--- src/design/twcr_pkg.sv ---
// Package for the textured wall column renderer.
// Holds default sizes, divider widths and the controller/datapath command and status structs.
// No dependencies.
package twcr_pkg;

    localparam int SCREEN_ROWS_DEF  = 64;
    localparam int SCREEN_COLS_DEF  = 1024;
    localparam int TEX_SIZE_DEF     = 64;
    localparam int NUM_TEXTURES_DEF = 4;

    // shared divider: numerator and divisor widths
    localparam int DIV_NW = 24;
    localparam int DIV_DW = 16;

    // channel masks of a 0xAARRGGBB texel
    localparam logic [31:0] MASK_R = 32'h00ff0000;
    localparam logic [31:0] MASK_G = 32'h0000ff00;
    localparam logic [31:0] MASK_B = 32'h000000ff;

    typedef enum logic [1:0] {
        DIV_Y,
        DIV_R,
        DIV_G,
        DIV_B
    } div_sel_t;

    typedef enum logic [1:0] {
        COL_KEEP,
        COL_CLEAR,
        COL_PASS,
        COL_SHADE
    } col_src_t;

    typedef struct packed {
        logic     latch;
        logic     row_init;
        logic     div_start;
        div_sel_t div_sel;
        logic     div_take;
        logic     fetch;
        logic     texel_take;
        col_src_t col_src;
        logic     emit;
    } cmd_t;

    typedef struct packed {
        logic span_empty;
        logic div_busy;
        logic div_done;
        logic hit;
        logic shade_on;
        logic row_last;
        logic out_free;
    } status_t;

endpackage

--- src/design/twcr_ctrl.sv ---
// Controller: sequences load, span setup, per-row division, fetch, shading and emit.
// Uses twcr_pkg command and status structs.
module twcr_ctrl (
    input  logic               clk,
    input  logic               rst_n,
    input  logic               in_valid,
    input  logic               in_req_type,
    output logic               in_ready,
    input  twcr_pkg::status_t  st,
    output twcr_pkg::cmd_t     cmd
);
    typedef enum logic [3:0] {
        S_IDLE, S_SPAN, S_YGO, S_YWAIT, S_FETCH, S_TEXEL,
        S_SHCHK, S_SHGO, S_SHWAIT, S_SHEND, S_EMIT
    } state_t;

    state_t             state_reg, state_next;
    twcr_pkg::div_sel_t ch_reg, ch_next;

    always_comb
    begin
        state_next  = state_reg;
        ch_next     = ch_reg;
        cmd         = '0;
        cmd.div_sel = twcr_pkg::DIV_Y;
        cmd.col_src = twcr_pkg::COL_KEEP;
        in_ready    = 1'b0;
        unique case (state_reg)
            S_IDLE:
            begin
                in_ready = 1'b1;
                if (in_valid)
                begin
                    cmd.latch = 1'b1;
                    if (in_req_type)
                        state_next = S_SPAN;
                end
            end
            S_SPAN:
            begin
                cmd.row_init = 1'b1;
                cmd.col_src  = twcr_pkg::COL_CLEAR;
                state_next   = st.span_empty ? S_IDLE : S_YGO;
            end
            S_YGO:
            begin
                cmd.div_start = 1'b1;
                state_next    = S_YWAIT;
            end
            S_YWAIT:
            begin
                if (st.div_done)
                begin
                    cmd.div_take = 1'b1;
                    state_next   = st.hit ? S_FETCH : S_EMIT;
                end
            end
            S_FETCH:
            begin
                cmd.fetch  = 1'b1;
                state_next = S_TEXEL;
            end
            S_TEXEL:
            begin
                cmd.texel_take = 1'b1;
                state_next     = S_SHCHK;
            end
            S_SHCHK:
            begin
                if (st.shade_on)
                begin
                    ch_next    = twcr_pkg::DIV_R;
                    state_next = S_SHGO;
                end
                else
                begin
                    cmd.col_src = twcr_pkg::COL_PASS;
                    state_next  = S_EMIT;
                end
            end
            S_SHGO:
            begin
                cmd.div_sel   = ch_reg;
                cmd.div_start = 1'b1;
                state_next    = S_SHWAIT;
            end
            S_SHWAIT:
            begin
                cmd.div_sel = ch_reg;
                if (st.div_done)
                begin
                    cmd.div_take = 1'b1;
                    unique case (ch_reg)
                        twcr_pkg::DIV_R:
                        begin
                            ch_next    = twcr_pkg::DIV_G;
                            state_next = S_SHGO;
                        end
                        twcr_pkg::DIV_G:
                        begin
                            ch_next    = twcr_pkg::DIV_B;
                            state_next = S_SHGO;
                        end
                        default:
                            state_next = S_SHEND;
                    endcase
                end
            end
            S_SHEND:
            begin
                cmd.col_src = twcr_pkg::COL_SHADE;
                state_next  = S_EMIT;
            end
            S_EMIT:
            begin
                if (st.out_free)
                begin
                    cmd.emit   = 1'b1;
                    state_next = st.row_last ? S_IDLE : S_YGO;
                end
            end
            default:
                state_next = S_IDLE;
        endcase
    end

    always_ff @(posedge clk or negedge rst_n)
    begin
        if (!rst_n)
        begin
            state_reg <= S_IDLE;
            ch_reg    <= twcr_pkg::DIV_R;
        end
        else
        begin
            state_reg <= state_next;
            ch_reg    <= ch_next;
        end
    end
endmodule

--- config.mk ---
export PLATFORM = sky130hd
export DESIGN_NAME = twcr_ctrl
export DESIGN_NICKNAME = d
export VERILOG_FILES = /design/src/design/twcr_pkg.sv /design/src/design/twcr_ctrl.sv
export SDC_FILE = /design/constraint.sdc
export NUM_CORES = 1
export LEC_CHECK = 0
export BUFFER_PORTS_ARGS = -buffer_cell sky130_fd_sc_hd__buf_2
export CAP_MARGIN = 20
export CORE_MARGIN = 2
export CORE_UTILIZATION = 35
export CTS_BUF_LIST = sky130_fd_sc_hd__clkbuf_2
export CTS_CLUSTER_SIZE = 14
export DETAILED_ROUTE_END_ITERATION = 6
export GPL_TIMING_DRIVEN = 0
export PLACE_DENSITY_LB_ADDON = 0.05
export SLEW_MARGIN = 20
export SYNTH_ARGS = -nofsm -noshare
export SYNTH_HDL_FRONTEND = slang
export SYNTH_SLANG_ARGS = --single-unit
--- constraint.sdc ---
create_clock -name clk -period 1.8 [get_ports clk]
set_input_delay 0.09 -clock clk [delete_from_list [all_inputs] [get_ports clk]]
set_output_delay 0.09 -clock clk [all_outputs]
set_load 0.02 [all_outputs]
==> results of run 1 <==
[per-stage QoR]
stage / utilization, % / std cells / setup TNS (ns) / area, µm²
global route: 46.00 / 113 / -0.02160 / 777.0
finish: 46.00 / 113 / 0 / 777.0
global placement: 44.07 / 108 / 0 / 744.5
CTS: 45.85 / 113 / 0 / 774.5
detailed placement: 44.07 / 108 / 0 / 744.5
floorplan: - / 70 / 0 / 618.1
[final timing paths]
| check | start | to | cells after the start |
|---|---|---|---|
| hold reg to reg | ch_reg[0] | ch_reg[0] | 2 |
| min in group clk | st[4] | ch_reg[0] | 3 |
| max in group asynchronous | rst_n | ch_reg[0] | 2 |
| setup / recovery | state_reg[1] | state_reg[1] | 5 |
| hold / removal | rst_n | state_reg[1] | 2 |
| setup reg to reg | state_reg[1] | state_reg[1] | 5 |
[where the power goes]
part,internal [mW],leakage [nW],switching (mW),total [mW]
registers,0.204,0.0733,0.0932,0.298
logic,0.490,0.298,0.561,1.05
clock network,0.0589,0.0166,0.0515,0.110
[cell type report]
type / count / area (µm²)
fill: 192 / 912.1
tap: 17 / 21.27
buffer: 4 / 31.28
multi-input combinational: 56 / 422.9
timing repair buffer: 22 / 115.1
sequential: 6 / 151.4
clock buffer: 4 / 20.02
inverter: 4 / 15.01
[per-layer routing]
layer / vias up / wire, µm / track usage (%)
li1: 309 / - / -
met1: 291 / 701 / 21.50
met2: 16 / 728 / 24.72
met3: 0 / 62 / 5.952
met4: 0 / 0 / 1.714
met5: - / 0 / 0
[worst max-delay path: cells and delay by family (launching register included)]
family                 cells  cell delay (ns)
DFF                        1             0.47
buffers and inverters      1             0.21
AOI/OAI and AO/OA          2             0.45
muxes                      1             0.30
and+or+nand+nor            1             0.13
[logic make-up after synthesis]
group / share of synthesized area [%]
AOI/OAI and AO/OA: 23.89
xor gates and xnor gates: 1.417
adders and majority gates: 4.048
buffers and inverters: 7.488
DFF: 24.49
muxes: 7.287
and+or+nand+nor: 31.38
[layout by cell type (no fill, tap or decap), drive strengths merged, types with 4 or more instances in the layout]
cell type  count
buf           25
nor2           6
inv            4
nand2b         4
and2           5
nor2b          4
dfrtp          5
nor3           4
clkbuf         4
[cell usage after synthesis (2+ instances only)]
library cell	instances	share of area, %
nor2_1	6	3.6
and2_1	5	5.1
nor2b_1	4	4.0
o32ai_1	2	2.8
nor3_1	4	3.2
inv_1	4	2.4
ha_1	2	4.0
buf_4	2	2.4
mux2_4	3	7.3
nand2_1	3	1.8
a21oi_1	2	1.6
dfrtp_1	5	20
nand2b_1	4	4.0
a31oi_1	2	2.0
[timing repair]
item                       CTS  global route
hold endpoints to repair     6             0
hold buffers                 1             0
resized for setup            0             1
setup endpoints to repair    0             2
==> reports/qor.csv, run 1 <==
metric,value,unit
initial antenna violation count,0,
layout cells sized above 1,38.54,%
TritonCTS Buffers,3,
antenna diode count,0,
CTS Root Cell,clkbuf_2,
DIE WIDTH,46.03,µm
Final setup viols,0,
final hold violations,0,
clock latency on the worst-skew pair,0.23,ns
worst path required time,1.92,ns
synthesized flop and latch total,6,
vias in the first global route,533,
Worst slew margin,78.73,%
total track usage,15.86,%
Core ar.,1689,µm²
CP max stage cell,dfrtp_1,
routability congestion estimate,0.7435,
Post-synth EDFFs,0,
crit-path max cell delay,0.47,ns
first-pass GRT wire length,2359,µm
main flop type after synthesis,dfrtp_1,
CTS sink count,6,
Avg Inst Size Synth,8.830,µm²
CTS tree,yes,
number of port buffers,21,
Slew Limit Fails,0,
iteration-0 DRC count of the detailed router,9,
largest net degree at the start of global routing,11,
CP Max Fanout,10,
synthesized net count,83,
kind of critical path,flip-flop to flip-flop,
crit path DAT,1.79,ns
Clock Path Buffers,2,
drt wl/cell,13.19,µm
H-tree depth,1,
Starting Density,36.59,%
Mapped Cells,70,
Worst Hold Class,primary input to async pin,
Max VDD drop,0.6871,mV
fraction of registers with async set/reset,100.0,%
worst path cell trace,buf_4 > nor2b_1 > a32oi_1 > o31a_4 > mux2_4,
final worst slack,0.1348,ns
Syn. warnings,0,
Lkg Pwr,0.3876,nW
vias,616,
Die ar.,2118,µm²
unique cell type count in the Yosys netlist,36,
drt first pass iters,4,
Routed Antenna Nets,0,
Clock Pin Slew Worst Setup and Hold Paths,0.08,ns
R2R Setup Slk,0.13,ns
Crit. End Element,flip-flop,
fmax,600.5,MHz
post-CTS setup buffers,0,
Std-Cell Rows,15,
Clock Skews,0.01880,ns
detailed placement HPWL,1215,µm
period utilisation layout,92.51,%
startpoint types,flip-flop,
"Seq/Total Area, Yosys",24.49,%
Fin Hold WS,0.2035,ns
pre-CTS WS,0.1082,ns
Final #Nets,110,
power density over the cells,1878,nW/µm²
Max-Cap Viols,0,
Worst-Margin Slew,0.3181,ns
synthesis-to-layout area growth,25.71,%
Die Ht,46.03,µm
mapped cell area,618.1,µm²
vias per cell,5.451,
total chip power,1.459,mW
min cycle time layout,1.665,ns
WL final,1491,µm
grt total ovfl,0,
number of flip-flops in the largest register,4,
DRC Markers,0,
outcome,"finished, final reports clean",
IO Pins,23,
Power figures use the tool's default switching activity.
==> inputs of run 2 (changes only) <==
RECOVER_POWER = 50   (was unset)
==> run 2 against run 1 <==
  * Combinational power about the same
  * Via count is 0.16% higher
  * Maximum frequency is essentially flat
  * Core utilization decreased by 0.30 points
  * Worst setup slack about the same
  * Sequential power hardly changed
  * Flip-flop and latch count is the same
  * Highest routed layer unchanged
==> reports/qor.csv, run 2 (synthesis results as in run 1) <==
metric,value,unit
outcome,"finished, final reports clean",
drt first pass iters,4,
Worst R2R Path Depth,5,
Worst Hold Class,primary input to async pin,
area of the multi-input gates,422.9,µm²
DRC Markers,0,
layout cells sized above 1,34.38,%
final hold violations,0,
IO Pins,23,
kind of critical path,flip-flop to flip-flop,
Top delay family on crit path,flip-flops,
CP Max Fanout,10,
FF/Latch Area,151.4,µm²
Worst slew margin,78.85,%
min cycle time layout,1.665,ns
R2R Setup Slk,0.14,ns
worst path cell trace,buf_4 > nor2b_1 > a32oi_1 > o31a_4 > mux2_4,
detailed placement HPWL,1215,µm
Fill cells,194,
Clock Pin Slew Worst Setup and Hold Paths,0.08,ns
number of flip-flops in the largest register,4,
Die Ht,46.03,µm
grt total ovfl,0,
"commonest non-fill, non-tap cell in the layout",buf_2,
Max VDD drop,0.6871,mV
power density over the cells,1882,nW/µm²
Final setup viols,0,
number of port buffers,21,
Crit. End Element,flip-flop,
CTS tree,yes,
CTS sink count,6,
Core ar.,1689,µm²
iteration-0 DRC count of the detailed router,9,
total track usage,15.86,%
H-tree depth,1,
Routed Antenna Nets,0,
Die ar.,2118,µm²
Slew Limit Fails,0,
WL final,1483,µm
Clock Path Buffers,2,
Std-Cell Rows,15,
antenna diode count,0,
"logic depth of the worst path, buffers included",5,
drt wl/cell,13.12,µm
startpoint types,flip-flop,
vias,617,
initial antenna violation count,0,
routability congestion estimate,0.7435,
CP max stage cell,dfrtp_1,
Worst-Margin Slew,0.3173,ns
post-route non-filler standard cell count,113,
worst path required time,1.92,ns
P_int,0.7478,mW
Net Sw Power,0.7053,mW
vias in the first global route,533,
crit path DAT,1.79,ns
Flop pwr share,20.5,%
Starting Density,36.59,%
most frequent cells in the layout,"18 x buf_2, 6 x nor2_1, 5 x and2_1, 5 x dfrtp_1",
period utilisation layout,92.50,%
critical path buffer and inverter count,1,
Sw Share,48.54,%
Final #Nets,110,
largest net degree at the start of global routing,11,
CTS Root Cell,clkbuf_2,
Max-Cap Viols,0,
first-pass GRT wire length,2359,µm
fmax,600.6,MHz
Comb power frac,71.9,%
part of the power in the clock network,7.6,%
clock latency on the worst-skew pair,0.23,ns
vias per cell,5.460,
Util after Layout,45.70,%
Lkg Pwr,0.3724,nW
synthesis-to-layout area growth,24.90,%
DIE WIDTH,46.03,µm
Placed Cells,108,
crit-path max cell delay,0.46,ns
Clock Skews,0.01880,ns
TritonCTS Buffers,3,
run 2: cell count changes in the layout (fill, tap and decap cells not counted), sizes merged:
| cell | change |
|---|---|
| buf | -4 |
| clkbuf | +4 |
run 2: cell type report:
class	instances	share of cell area, %
Buffer	4	4.052
Clock buffer	4	2.593
Inverter	4	1.945
Multi-Input combinational cell	56	54.78
Sequential cell	6	19.61
Tap cell	17	2.755
Timing Repair Buffer	22	14.26
run 2: worst paths after layout:
kind / from / end
max: state_reg[1] / state_reg[1]
min: rst_n / state_reg[1]
max reg2reg: state_reg[1] / state_reg[1]
min reg2reg: ch_reg[0] / ch_reg[0]
max in group asynchronous: rst_n / ch_reg[0]
min in group clk: st[4] / ch_reg[0]
run 2: per-stage QoR:
| stage | TNS [ns] | cell area, µm² | power, mW | setup slack (ns) | hold slack, ns |
|---|---|---|---|---|---|
| after floorplan | 0 | 618.1 | 1.101 | 0.1257 | -0.2056 |
| after global placement | 0 | 744.5 | 1.354 | 0.1271 | -0.08654 |
| after detailed placement | 0 | 744.5 | 1.350 | 0.1082 | -0.07933 |
| after CTS | 0 | 774.5 | 1.472 | 0.05497 | 0.1959 |
| after global routing | -0.02160 | 772.0 | 1.571 | -0.01368 | 0.2665 |
| final | 0 | 772.0 | 1.453 | 0.1350 | 0.2531 |
run 2: what timing repair did:
action | in CTS | in global routing
setup endpoints to repair | 0 | 2
resized for setup | 0 | 1
endpoints found under the hold margin | 6 | 0
hold buffers | 1 | 0
buffers inserted | 0 | 0
run 2: worst reg2reg max path: stages (launching register included):
cell,delay (ns)
dfrtp_1,0.46
buf_4,0.21
nor2b_1,0.13
a32oi_1,0.23
o31a_4,0.22
mux2_4,0.30
run 2: power groups by stage:
stage	Sequential [mW]	Clock, mW	Combinational (mW)
3_3_place_gp	0.302	0	1.05
5_1_grt	0.312	0.127	1.13
4_1_cts	0.295	0.118	1.06
2_1_floorplan	0.275	0	0.826
3_5_place_dp	0.298	0	1.05
6_report	0.298	0.110	1.05
run 2: routing by layer:
layer	wire length, µm	up-vias	global-route usage (%)
met5	0	-	0
met4	0	0	1.714
met3	62	0	5.952
met2	729	16	24.72
met1	692	292	21.50
li1	-	309	-
